--- src/sct_pkg.sv ---
`timescale 1ns / 1ps
`default_nettype none
package sct_pkg;

   localparam int NUM_OPS = 46;
   localparam int NUM_KWS = 48;

   typedef enum logic [2:0] {
      CLS_INVALID = 3'd0,
      CLS_CHAR    = 3'd1,
      CLS_STRING  = 3'd2,
      CLS_OPER    = 3'd3,
      CLS_KEYWORD = 3'd4,
      CLS_IDENT   = 3'd5,
      CLS_INTEGER = 3'd6,
      CLS_END     = 3'd7
   } class_type;

   typedef enum logic [2:0] {
      M_START  = 3'd0,
      M_CHAR   = 3'd1,
      M_STRING = 3'd2,
      M_OP     = 3'd3,
      M_ALPHA  = 3'd4,
      M_NUM    = 3'd5,
      M_OCT    = 3'd6,
      M_HEX    = 3'd7
   } mode_type;

   typedef struct packed {
      logic [7:0] char_code;
      logic       end_of_input;
   } req_type;

   typedef struct packed {
      logic [2:0] token_class;
      logic [9:0] token_length;
      logic [5:0] operator_index;
      logic [5:0] keyword_index;
      logic       last_of_run;
   } rsp_type;

   // operator text packed as three bytes, first character in the top byte
   function automatic logic [23:0] op_text(input logic [5:0] i);
      case (i)
         6'd0:  op_text = {"[", 16'h0};
         6'd1:  op_text = {"]", 16'h0};
         6'd2:  op_text = {"(", 16'h0};
         6'd3:  op_text = {")", 16'h0};
         6'd4:  op_text = {"{", 16'h0};
         6'd5:  op_text = {"}", 16'h0};
         6'd6:  op_text = {";", 16'h0};
         6'd7:  op_text = {".", 16'h0};
         6'd8:  op_text = {",", 16'h0};
         6'd9:  op_text = {"..", 8'h0};
         6'd10: op_text = "...";
         6'd11: op_text = {"++", 8'h0};
         6'd12: op_text = {"--", 8'h0};
         6'd13: op_text = {"&", 16'h0};
         6'd14: op_text = {"@", 16'h0};
         6'd15: op_text = {"*", 16'h0};
         6'd16: op_text = {"+", 16'h0};
         6'd17: op_text = {"-", 16'h0};
         6'd18: op_text = {"~", 16'h0};
         6'd19: op_text = {"!", 16'h0};
         6'd20: op_text = {"/", 16'h0};
         6'd21: op_text = {"%", 16'h0};
         6'd22: op_text = {"<<", 8'h0};
         6'd23: op_text = {">>", 8'h0};
         6'd24: op_text = {"<", 16'h0};
         6'd25: op_text = {">", 16'h0};
         6'd26: op_text = {"<=", 8'h0};
         6'd27: op_text = {">=", 8'h0};
         6'd28: op_text = {"==", 8'h0};
         6'd29: op_text = {"!=", 8'h0};
         6'd30: op_text = {"^", 16'h0};
         6'd31: op_text = {"|", 16'h0};
         6'd32: op_text = {"?", 16'h0};
         6'd33: op_text = {":", 16'h0};
         6'd34: op_text = {":=", 8'h0};
         6'd35: op_text = {"*=", 8'h0};
         6'd36: op_text = {"/=", 8'h0};
         6'd37: op_text = {"%=", 8'h0};
         6'd38: op_text = {"+=", 8'h0};
         6'd39: op_text = {"-=", 8'h0};
         6'd40: op_text = "<<=";
         6'd41: op_text = ">>=";
         6'd42: op_text = {"&=", 8'h0};
         6'd43: op_text = {"^=", 8'h0};
         6'd44: op_text = {"|=", 8'h0};
         6'd45: op_text = {"=", 16'h0};
         default: op_text = 24'h0;
      endcase
   endfunction

   // keyword text packed as eight bytes, first character in the top byte
   function automatic logic [63:0] kw_text(input logic [5:0] i);
      case (i)
         6'd0:  kw_text = {"def", 40'h0};
         6'd1:  kw_text = {"dec", 40'h0};
         6'd2:  kw_text = {"typ", 40'h0};
         6'd3:  kw_text = {"sub", 40'h0};
         6'd4:  kw_text = {"local", 24'h0};
         6'd5:  kw_text = {"as", 48'h0};
         6'd6:  kw_text = {"in", 48'h0};
         6'd7:  kw_text = {"code", 32'h0};
         6'd8:  kw_text = {"rodata", 16'h0};
         6'd9:  kw_text = {"data", 32'h0};
         6'd10: kw_text = {"bss", 40'h0};
         6'd11: kw_text = {"stack", 24'h0};
         6'd12: kw_text = "register";
         6'd13: kw_text = {"byte", 32'h0};
         6'd14: kw_text = {"twin", 32'h0};
         6'd15: kw_text = {"four", 32'h0};
         6'd16: kw_text = {"eigh", 32'h0};
         6'd17: kw_text = {"func", 32'h0};
         6'd18: kw_text = {"text", 32'h0};
         6'd19: kw_text = {"record", 16'h0};
         6'd20: kw_text = {"returns", 8'h0};
         6'd21: kw_text = {"begin", 24'h0};
         6'd22: kw_text = "assembly";
         6'd23: kw_text = {"sizeof", 16'h0};
         6'd24: kw_text = {"typeof", 16'h0};
         6'd25: kw_text = {"if", 48'h0};
         6'd26: kw_text = "unsigned";
         6'd27: kw_text = {"and", 40'h0};
         6'd28: kw_text = {"or", 48'h0};
         6'd29: kw_text = {"then", 32'h0};
         6'd30: kw_text = {"elsif", 24'h0};
         6'd31: kw_text = {"else", 32'h0};
         6'd32: kw_text = {"endif", 24'h0};
         6'd33: kw_text = {"case", 32'h0};
         6'd34: kw_text = {"when", 32'h0};
         6'd35: kw_text = {"others", 16'h0};
         6'd36: kw_text = {"esac", 32'h0};
         6'd37: kw_text = {"for", 40'h0};
         6'd38: kw_text = {"from", 32'h0};
         6'd39: kw_text = {"down", 32'h0};
         6'd40: kw_text = {"to", 48'h0};
         6'd41: kw_text = {"step", 32'h0};
         6'd42: kw_text = {"do", 48'h0};
         6'd43: kw_text = {"next", 32'h0};
         6'd44: kw_text = {"while", 24'h0};
         6'd45: kw_text = {"loop", 32'h0};
         6'd46: kw_text = {"return", 16'h0};
         6'd47: kw_text = {"end", 40'h0};
         default: kw_text = 64'h0;
      endcase
   endfunction

   function automatic logic [3:0] kw_len(input logic [63:0] t);
      logic [3:0] n;
      n = 4'd0;
      for (int j = 0; j < 8; j++) begin
         if (t[63-8*j -: 8] != 8'h0) n = 4'(j + 1);
      end
      return n;
   endfunction

   function automatic logic [1:0] op_len(input logic [23:0] t);
      logic [1:0] n;
      n = 2'd1;
      if (t[15:8] != 8'h0) n = 2'd2;
      if (t[7:0] != 8'h0) n = 2'd3;
      return n;
   endfunction

   // single-character operator, NUM_OPS when none
   function automatic logic [5:0] op_single(input logic [7:0] c);
      logic [5:0]  r;
      logic [23:0] t;
      r = 6'(NUM_OPS);
      for (int i = NUM_OPS - 1; i >= 0; i--) begin
         t = op_text(6'(i));
         if (op_len(t) == 2'd1 && t[23:16] == c && c != 8'h0)
            r = 6'(i);
      end
      return r;
   endfunction

   // extension of an operator by one character, NUM_OPS when none
   function automatic logic [5:0] op_extend(input logic [5:0] p, input logic [7:0] c);
      logic [23:0] t;
      logic [1:0]  l;
      logic [23:0] want;
      logic [5:0]  r;
      t = op_text(p);
      l = op_len(t);
      r = 6'(NUM_OPS);
      want = t;
      if (l == 2'd1) want[15:8] = c;
      else want[7:0] = c;
      if (c != 8'h0 && l != 2'd3 && p < 6'(NUM_OPS)) begin
         for (int i = NUM_OPS - 1; i >= 0; i--) begin
            if (op_text(6'(i)) == want && op_len(op_text(6'(i))) == l + 2'd1) r = 6'(i);
         end
      end
      return r;
   endfunction

endpackage
`default_nettype wire

--- src/sct_if.sv ---
`timescale 1ns / 1ps
`default_nettype none
interface sct_req_if;
   import sct_pkg::*;
   logic    valid;
   logic    ready;
   req_type data;
   modport source (output valid, output data, input ready);
   modport sink (input valid, input data, output ready);
endinterface

interface sct_rsp_if;
   import sct_pkg::*;
   logic    valid;
   logic    ready;
   rsp_type data;
   modport source (output valid, output data, input ready);
   modport sink (input valid, input data, output ready);
endinterface
`default_nettype wire

--- src/source_code_tokenizer.sv ---
// Source code tokenizer.
// req_ channel: one beat per source byte (char_code) or end-of-input mark.
// rsp_ channel: one beat per finished token (class, saturating length,
// operator index, keyword index, last_of_run).
// Each request beat yields zero, one or two tokens; a byte that ends a
// token and starts the next can give two, the second carrying last_of_run.
// The lexer state updates in the cycle the request is taken; its tokens go
// into a two-entry output buffer and appear on rsp_ from the next cycle.
// Throughput: one request per cycle while rsp_ready is high and each request
// yields at most one token; after two tokens, requests wait for one to drain.
// req_ready is high whenever the output buffer has room for two tokens,
// so a stalled receiver holds the buffer and in turn stalls requests.
// Reset (synchronous, active high) returns the lexer to between tokens and
// empties the output buffer.
// Keyword and operator matching is combinational against fixed tables in
// the package, so a request's tokens enter the buffer as the request is taken.
`timescale 1ns / 1ps
`default_nettype none
module source_code_tokenizer #(
   parameter int KEYWORD_CHARS = 8,
   parameter int LENGTH_MAX    = 1023
) (
   input  wire logic clock,
   input  wire logic reset,
   sct_req_if.sink   req,
   sct_rsp_if.source rsp
);
   import sct_pkg::*;

   localparam int LW = $clog2(LENGTH_MAX + 1);
   localparam int KW = $clog2(KEYWORD_CHARS);
   localparam logic [LW-1:0] LMAX = LW'(LENGTH_MAX);

   mode_type        mode_ff, mode_in;
   logic [LW-1:0]   len_ff, len_in;
   logic            esc_ff, esc_in, cesc_ff, cesc_in, zero_ff, zero_in;
   logic [5:0]      opp_ff, opp_in;
   logic [7:0]      word_ff [KEYWORD_CHARS];
   logic            wr_en;
   logic [KW-1:0]   wr_idx;

   rsp_type         buf_ff [2];
   logic [1:0]      cnt_ff;
   rsp_type         t0, t1;
   logic [1:0]      nt;

   logic            take, pop;
   logic [7:0]      c;
   logic            eof;

   assign c    = req.data.char_code;
   assign eof  = req.data.end_of_input;
   assign req.ready = (cnt_ff == 2'd0) || (cnt_ff == 2'd1 && rsp.ready);
   assign take = req.valid && req.ready;
   assign pop  = rsp.valid && rsp.ready;
   assign rsp.valid = cnt_ff != 2'd0;
   assign rsp.data  = buf_ff[0];

   function automatic logic is_digit(input logic [7:0] x);
      return x >= "0" && x <= "9";
   endfunction
   function automatic logic is_letter(input logic [7:0] x);
      return (x >= "a" && x <= "z") || (x >= "A" && x <= "Z") || x == "_";
   endfunction

   function automatic logic [9:0] len10(input logic [LW-1:0] v);
      logic [LW+9:0] w;
      w = {10'd0, v};
      return w[9:0];
   endfunction

   logic [LW-1:0] sat1;
   logic [5:0]    kw_idx;
   logic [5:0]    op_ext;
   logic [5:0]    op_one;

   assign sat1   = (len_ff < LMAX) ? len_ff + LW'(1) : LMAX;
   assign op_ext = eof ? 6'(NUM_OPS) : op_extend(opp_ff, c);
   assign op_one = op_single(c);

   always_comb begin
      logic [63:0] t;
      logic        hit;
      kw_idx = 6'(NUM_KWS);
      for (int i = NUM_KWS - 1; i >= 0; i--) begin
         t = kw_text(6'(i));
         hit = (len_ff != '0) && ({{(LW > 4 ? LW - 4 : 0){1'b0}}, kw_len(t)} == LW'(len_ff));
         for (int j = 0; j < 8; j++) begin
            if (j < KEYWORD_CHARS && 4'(j) < kw_len(t))
               if (word_ff[j] != t[63-8*j -: 8]) hit = 1'b0;
         end
         if (hit) kw_idx = 6'(i);
      end
   end

   function automatic rsp_type mk(input class_type cl, input logic [9:0] l,
                                  input logic [5:0] o, input logic [5:0] k);
      rsp_type r;
      r.token_class = cl;
      r.token_length = l;
      r.operator_index = o;
      r.keyword_index = k;
      r.last_of_run = 1'b0;
      return r;
   endfunction

   always_comb begin
      logic push;
      logic [LW-1:0] cnt_up;
      mode_in = mode_ff;
      len_in  = len_ff;
      esc_in  = esc_ff;
      cesc_in = cesc_ff;
      zero_in = zero_ff;
      opp_in  = opp_ff;
      wr_en   = 1'b0;
      wr_idx  = len_ff[KW-1:0];
      t0 = mk(CLS_INVALID, 10'd0, 6'd0, 6'd0);
      t1 = t0;
      nt = 2'd0;
      push = 1'b0;
      cnt_up = (len_ff < LMAX) ? len_ff + LW'(1) : LMAX;
      case (mode_ff)
         M_CHAR: begin
            if ((len_ff == LW'(2) && !cesc_ff) || len_ff >= LW'(3)) begin
               if (eof || c != "'") begin
                  t0 = mk(CLS_INVALID, len10(len_ff), 6'd0, 6'd0); nt = 2'd1; push = 1'b1;
               end else begin
                  t0 = mk(CLS_CHAR, len10(sat1), 6'd0, 6'd0); nt = 2'd1;
                  mode_in = M_START;
               end
            end else if (eof) begin
               t0 = mk(CLS_INVALID, len10(len_ff), 6'd0, 6'd0); nt = 2'd1; push = 1'b1;
            end else begin
               if (len_ff == LW'(1)) cesc_in = c == "\\";
               len_in = cnt_up;
            end
         end
         M_STRING: begin
            if (!eof && c == "\"" && !esc_ff) begin
               t0 = mk(CLS_STRING, len10(sat1), 6'd0, 6'd0); nt = 2'd1;
               mode_in = M_START;
            end else if (eof || c == 8'h0a) begin
               t0 = mk(CLS_INVALID, len10(len_ff), 6'd0, 6'd0); nt = 2'd1; push = 1'b1;
            end else begin
               esc_in = esc_ff ? 1'b0 : (c == "\\");
               len_in = cnt_up;
            end
         end
         M_OP: begin
            if (op_ext < 6'(NUM_OPS)) begin
               opp_in = op_ext;
               len_in = cnt_up;
            end else begin
               t0 = mk(CLS_OPER, len10(len_ff), opp_ff, 6'd0); nt = 2'd1; push = 1'b1;
            end
         end
         M_ALPHA: begin
            if (!eof && (is_letter(c) || is_digit(c))) begin
               if (len_ff < LW'(KEYWORD_CHARS)) wr_en = 1'b1;
               len_in = cnt_up;
            end else begin
               if (len_ff <= LW'(KEYWORD_CHARS) && kw_idx < 6'(NUM_KWS))
                  t0 = mk(CLS_KEYWORD, len10(len_ff), 6'd0, kw_idx);
               else
                  t0 = mk(CLS_IDENT, len10(len_ff), 6'd0, 6'd0);
               nt = 2'd1; push = 1'b1;
            end
         end
         M_NUM: begin
            if (!eof && is_digit(c)) begin
               len_in = cnt_up;
            end else if (!eof && len_ff == LW'(1) && zero_ff && (c == "o" || c == "O")) begin
               mode_in = M_OCT; len_in = cnt_up;
            end else if (!eof && len_ff == LW'(1) && zero_ff && (c == "x" || c == "X")) begin
               mode_in = M_HEX; len_in = cnt_up;
            end else begin
               t0 = mk(CLS_INTEGER, len10(len_ff), 6'd0, 6'd0); nt = 2'd1; push = 1'b1;
            end
         end
         M_OCT, M_HEX: begin
            if (!eof && (mode_ff == M_OCT ? (c >= "0" && c <= "7")
                  : (is_digit(c) || (c >= "a" && c <= "f") || (c >= "A" && c <= "F")))) begin
               len_in = cnt_up;
            end else begin
               t0 = mk(len_ff > LW'(2) ? CLS_INTEGER : CLS_INVALID, len10(len_ff),
                       6'd0, 6'd0);
               nt = 2'd1; push = 1'b1;
            end
         end
         default: push = 1'b1;
      endcase

      // start of a token, either fresh or from a pushed-back byte, or the end token at end of input
      if (push) begin
         mode_in = M_START;
         if (eof) begin
            if (nt == 2'd0) t0 = mk(CLS_END, 10'd0, 6'd0, 6'd0);
            else t1 = mk(CLS_END, 10'd0, 6'd0, 6'd0);
            nt = nt + 2'd1;
         end else if (!(c == 8'd32 || (c >= 8'd9 && c <= 8'd13))) begin
            len_in  = LW'(1);
            esc_in  = 1'b0;
            cesc_in = 1'b0;
            zero_in = 1'b0;
            if (c == "'") mode_in = M_CHAR;
            else if (c == "\"") mode_in = M_STRING;
            else if (op_one < 6'(NUM_OPS)) begin
               opp_in = op_one; mode_in = M_OP;
            end else if (is_digit(c)) begin
               zero_in = c == "0"; mode_in = M_NUM;
            end else if (is_letter(c)) begin
               wr_en = 1'b1; wr_idx = '0; mode_in = M_ALPHA;
            end else begin
               if (nt == 2'd0) t0 = mk(CLS_INVALID, 10'd1, 6'd0, 6'd0);
               else t1 = mk(CLS_INVALID, 10'd1, 6'd0, 6'd0);
               nt = nt + 2'd1;
               len_in = '0;
            end
         end
      end
      if (nt == 2'd1) t0.last_of_run = 1'b1;
      if (nt == 2'd2) t1.last_of_run = 1'b1;
   end

   always_ff @(posedge clock) begin
      if (reset) begin
         mode_ff <= M_START;
         len_ff  <= '0;
         esc_ff  <= 1'b0;
         cesc_ff <= 1'b0;
         zero_ff <= 1'b0;
         opp_ff  <= 6'd0;
      end else if (take) begin
         mode_ff <= mode_in;
         len_ff  <= len_in;
         esc_ff  <= esc_in;
         cesc_ff <= cesc_in;
         zero_ff <= zero_in;
         opp_ff  <= opp_in;
      end
   end

   always_ff @(posedge clock) begin
      if (take && wr_en) word_ff[wr_idx] <= c;
   end

   // a request is only taken when the buffer is empty after this cycle's pop
   always_ff @(posedge clock) begin
      logic [1:0] base;
      if (reset) begin
         cnt_ff <= 2'd0;
      end else begin
         base = cnt_ff - (pop ? 2'd1 : 2'd0);
         if (take && nt != 2'd0) begin
            buf_ff[0] <= t0;
            buf_ff[1] <= t1;
         end else if (pop) begin
            buf_ff[0] <= buf_ff[1];
         end
         cnt_ff <= base + (take ? nt : 2'd0);
      end
   end
endmodule
`default_nettype wire

--- src/flat_wrapper.sv ---
// flat-port wrapper written by rule: the top's interface ports become plain ports
module source_code_tokenizer_flat import sct_pkg::*;
#(
   parameter int KEYWORD_CHARS = 8,
   parameter int LENGTH_MAX    = 1023
)
  (clock, reset, req_valid, req_data, req_ready, rsp_valid, rsp_data, rsp_ready);
  sct_req_if req_i ();
  sct_rsp_if rsp_i ();
  input  wire logic clock;
  input  wire logic reset;
  input wire logic [$bits(req_i.valid)-1:0] req_valid;
  input wire logic [$bits(req_i.data)-1:0] req_data;
  output wire logic [$bits(req_i.ready)-1:0] req_ready;
  output wire logic [$bits(rsp_i.valid)-1:0] rsp_valid;
  output wire logic [$bits(rsp_i.data)-1:0] rsp_data;
  input wire logic [$bits(rsp_i.ready)-1:0] rsp_ready;
  assign req_i.valid = req_valid;
  assign req_i.data = req_data;
  assign req_ready = req_i.ready;
  assign rsp_valid = rsp_i.valid;
  assign rsp_data = rsp_i.data;
  assign rsp_i.ready = rsp_ready;
  source_code_tokenizer #(.KEYWORD_CHARS(KEYWORD_CHARS), .LENGTH_MAX(LENGTH_MAX)) u_core (.clock(clock), .reset(reset), .req(req_i), .rsp(rsp_i));
endmodule
--- config.mk ---
export PLATFORM = sky130hd
export DESIGN_NAME = source_code_tokenizer_flat
export DESIGN_NICKNAME = d
export VERILOG_FILES = /design/src/sct_pkg.sv /design/src/sct_if.sv /design/src/source_code_tokenizer.sv /design/src/flat_wrapper.sv
export SDC_FILE = /design/constraint.sdc
export NUM_CORES = 1
export LEC_CHECK = 0
export ABC_AREA = 1
export BUFFER_PORTS_ARGS = -buffer_cell sky130_fd_sc_hd__buf_2
export CAP_MARGIN = 20
export CORE_ASPECT_RATIO = 0.8
export CORE_MARGIN = 8
export CORE_UTILIZATION = 40
export CTS_BUF_LIST = sky130_fd_sc_hd__clkbuf_8
export DETAILED_ROUTE_END_ITERATION = 10
export MAX_ROUTING_LAYER = met4
export PLACE_DENSITY = 0.61
export SLEW_MARGIN = 20
export SYNTH_ARGS = -nofsm -noshare
export SYNTH_HDL_FRONTEND = slang
export SYNTH_SLANG_ARGS = --single-unit
export TNS_END_PERCENT = 100
--- constraint.sdc ---
create_clock -name clock -period 10.7 [get_ports clock]
set_clock_uncertainty 0.15 [all_clocks]
set_input_delay 1.07 -clock clock [delete_from_list [all_inputs] [get_ports clock]]
set_output_delay 1.07 -clock clock [all_outputs]
set_load 0.02 [all_outputs]
; After elaboration in Yosys (flattened, before gate mapping)
; Memories as Yosys holds them, arrays and structs flattened. A register that Yosys moved wholly into a read port is not among the register bits.
; Cells that the tools add are included.
[word_totals]
ff_bits = 24
mem_bits_rw = 116
romBits = 1216
wordCells = 1161
n_memories = 3
[mem_list]
columns = name, words, word_bits, rd, rd_clocked_by_memory_dff, wr, line_no
row1 = (no name shown), 64, 19, 1, 1, 0, sct_pkg.sv:45  ; case (i)
row2 = u_core.word_ff, 8, 8, 8, 0, 1, source_code_tokenizer.sv:38  ; logic [7:0] word_ff [KEYWORD_CHARS];
row3 = u_core.buf_ff, 2, 26, 2, 0, 2, source_code_tokenizer.sv:42  ; rsp_type buf_ff [2];
[op_classes]
n_addsub = 5
n_lt_le_gt_ge = 20
n_eq_ne = 240
n_mux = 661
bitwise_logic = 3
reduce_logical = 222
[op_table]
columns = operator, count
row1 = $mux 24, 48
row2 = $eq 24x24->1, 46
row3 = $reduce_bool 8->1, 95
row4 = $mux 6, 126
row5 = $mux 26, 27
row6 = $ne 8x7->1 const B, 85
row7 = $mux 2, 154
row8 = $mux 1, 252
row9 = $mux 10, 17
row10 = $pmux 26 s6, 1
row11 = $eq 6x8->1 const A, 17
row12 = $logic_and 1x1->1, 103
row13 = $eq 2x2->1, 46
row14 = $mux 3, 23
row15 = $eq 7x8->1 const A, 8
row16 = $pmux 10 s6, 1
row17 = $eq 8x7->1 const B, 6
row18 = $mux 23, 2
row19 = $eq 3x10->1 const A, 4
row20 = $eq 8x6->1 const B, 4
row21 = $le 8x7->1 const B, 4
row22 = $mux 25, 1
row23 = $lt 6x6->1 const B, 4
row24 = $eq 2x10->1 const A, 2
row25 = other kinds (46), 75

; Logic depth before layout (Yosys ltp)
[logic_depth]
ltp_word = 79
mapped_depth = 35
mapped_depth_nobuf = 34

; Worst setup path before layout
; Ideal clock, no wire load.
[synth_path]
kind = input to register
from = input port req_data[2]
to = memory u_core.buf_ff[0][0] in the netlist's numbering (enable)
setup_ns = 0.445
t_arrival_ns = 5.393
required_ns = 10.105
setup_slack_ns = 4.712
stages = 23
cell_sequence = inv_2 > nand2_2 > nor2_4 > nand2_1 > nand2_1 > nand4_1 > nor2_4 > buf_6 > nand2_1 > nand2_1 > inv_2 > nand4_1 > nand2_2 > nand4_2 > buf_6 > nand2_2 > clkinv_2 > nand2_4 > ha_1 > nand4_1 > a31oi_4 > o21ai_2 > o21ai_0
[synth_rtl]
columns = item, line_no
row1 = from (decl), flat_wrapper.sv:13  ; input wire logic [$bits(req_i.data)-1:0] req_data;
row2 = to (decl), source_code_tokenizer.sv:42

==> reports/results.ini <==
[placement]
portBuffers = 40
hpwl_um = 29700
placedInstanceArea_um2 = 11000
gp_congestion = 1.02

[pwr]
p_leak_nw = 4.84
finalPower_mw = 2.23
ir_drop_uv = 95.1
power_density_nw_per_um2 = 195

[cells_and_area]
fin_nets = 1625
design_area_um2 = 11500
fillers = 2743
area_growth_pct = 9.45
drive_gt1_share_pct = 11.2
diodes = 0
postLayoutCoreUtil_pct = 44.2

[worst_setup_path]
critPathTopFamily = simple AND/OR/NAND/NOR gates
required_ns = 10.68
slowest_delay_ns = 0.42
crit_arrival_ns = 5.42
start_kind = input pin
crit_type = in2reg
slowest_stage = nand3_2
critPathCaptureType = register
crit_fanout = 26
crit_buf_inv = 5
path_common_cell = nand2_1
path_cells = buf_2, inv_1, nand2_1, nor2_1, nand2_1, nand2_1, nand4_1, nor2_4, nand3_1, nand2_1, inv_2, nand4_1, nand2_2, nand4_2, nand2_2, clkinv_2, nand2_4, ha_1, nand4_1, a31oi_4, o21ai_2, nand3_2, o21ai_2, buf_4

[route]
viasPerCell = 5.61
routed_wl_um = 37500
drt_iter0_drc = 1384
firstDrtPassIters = 6
antenna_left = 0
drcViolationCount = 0
num_vias = 11035
wire_per_inst_um = 19.1

[synth]
syn_nets = 1589
synthTopCellsByCount = 305 x nand2_1, 260 x inv_1, 234 x nor2_1
yosysTopAreaCell = edfxtp_1
synth_area_um2 = 10500
async_reset_ff_share_pct = 0
synth_seq_cells = 132
synth_top_area_share_pct = 26.6
post-synth-top-count-cell = nand2_1
avgSynthCellArea_um2 = 6.72
syn_inst = 1560
synth_warnings = 0
yosysUniqueCellTypes = 65
ys_dominant_reg_cell = edfxtp_1
synth-edff-count = 93
synth_area_leaders = edfxtp_1 27%, nand2_1 11%, inv_1 9.3%
synth_seq_area_share_pct = 34.1

[die]
dieArea_um2 = 31700
rows = 53
initial_core_util_pct = 40.3
dieWidth_um = 197
coreArea_um2 = 26000
die_y_um = 161
io_pins = 41

[clock_network]
cts_buffer_depth = 2
cts_resized = 0
cts_setup_buffers = 0
cts_tree = yes
cts_buffers = 17
h-tree-depth = 4
clkTransAtPathRegs_ns = 0.10
ctsHoldBuffers = 0
clock_latency_ns = 0.47
clock_sinks = 132
cts_root_buf = clkbuf_8

[grt]
grt.total_usage_pct = 24.0
grt_pass1_wl_um = 58400
grt_max_degree = 27
overflow = 0
antenna_found_initial = 0
grt_pass1_vias = 10094

[run]
cap_violations = 0

[sta]
worst_pin_slew_ns = 0.878
grt_setup_unrepaired = false
maxSlewViolCount = 0
hold_viol = 0
hold_slack_ns = 0.328
setup_tns_ns = 0
setup_violations = 0
slew_headroom_pct = 40.9
period_share_pct = 50.9
fmax_mhz = 184
layout_min_cycle_time_ns = 5.44

[min_path]
min_path_type = reg2reg

[outcome]
outcome = complete, no violations

power breakdown:
group / leakage, nW / total, mW / switching (mW) / internal (mW)
clock network: 0.222 / 0.477 / 0.254 / 0.223
registers: 1.17 / 0.717 / 0.0681 / 0.649
logic: 3.45 / 1.04 / 0.761 / 0.279
total: 4.84 / 2.23 / 1.08 / 1.15
final cells by class:
type                            instances  area (um^2)  share of cell area, %
Sequential cell                       132         3570                   31.1
Clock buffer                           17          234                   2.04
Tap cell                              357          447                   3.89
Timing Repair Buffer                   43          223                   1.94
Inverter                              297         1120                   9.72
Clock inverter                         15          204                   1.78
Multi-Input combinational cell       1105         5680                   49.5
worst paths after layout:
kind / from / endpoint / slack (ns) / cells after the start
worst max register to register: register / u_core.buf_ff[0][17] / 5.66 / 24
worst min-delay path: u_core.cesc_ff / u_core.cesc_ff / 0.33 / 2
worst max-delay path: req_data[5] / u_core.buf_ff[0][17] / 5.26 / 24
worst min register to register: u_core.cesc_ff / u_core.cesc_ff / 0.33 / 2
cells in the final DEF (no fill, tap or decap), types with 3 or more instances in the layout:
| cell | n |
|---|---|
| o221ai_1 | 7 |
| nor3_1 | 67 |
| dfxtp_1 | 39 |
| nor4_1 | 33 |
| o41ai_1 | 3 |
| nand3_2 | 5 |
| nand2_2 | 16 |
| edfxtp_1 | 93 |
| nor2_2 | 11 |
| nor3_2 | 12 |
| nand3b_1 | 6 |
| inv_2 | 31 |
| a22oi_1 | 6 |
| a221oi_1 | 3 |
| o21ai_1 | 24 |
| inv_1 | 260 |
| nor3b_1 | 3 |
| a31oi_1 | 4 |
| o21ai_2 | 4 |
| nand2_4 | 5 |
| o211ai_1 | 16 |
| nor2_4 | 6 |
| and2_1 | 3 |
| o22ai_1 | 7 |
| inv_6 | 3 |
| buf_2 | 40 |
| a21oi_1 | 40 |
| nand4_1 | 64 |
| clkbuf_8 | 17 |
| nand3_1 | 114 |
| o2111ai_1 | 10 |
| ha_1 | 16 |
| clkinv_1 | 5 |
| buf_4 | 3 |
| nor2_1 | 234 |
| inv_8 | 6 |
| a211oi_1 | 3 |
| o21ai_0 | 43 |
| nand2_1 | 305 |
layer usage:
layer	vias to the layer above	part of all wire [%]	GRT usage, %
met5	-	0	-
met1	5126	51	37.2
met3	42	10	5.63
li1	5306	-	-
met2	561	38	30.5
met4	0	1.1	4.81
cell families after synthesis:
family                   share of synthesized area [%]
AND/OR/NAND/NOR                                   39.9
XOR/XNOR                                         0.167
adder cells (fa/ha/maj)                           1.91
flip-flops                                        34.1
buffers and inverters                             12.1
AO/OA/AOI/OAI                                     11.9
stage by stage:
stage / std cells / worst slack (ns)
3_3_place_gp: 1934 / 4.99
4_1_cts: 1966 / 5.33
3_5_place_dp: 1934 / 4.84
2_1_floorplan: 1560 / 4.71
5_1_grt: 1966 / 4.98
6_report: 1966 / 5.26
worst min-delay path, stage by stage (launching register included):
cell and delay, ns:
dfxtp_1 0.32, nand2_1 0.06, a21oi_1 0.06
Note: power is estimated with default switching activity, not from simulation.
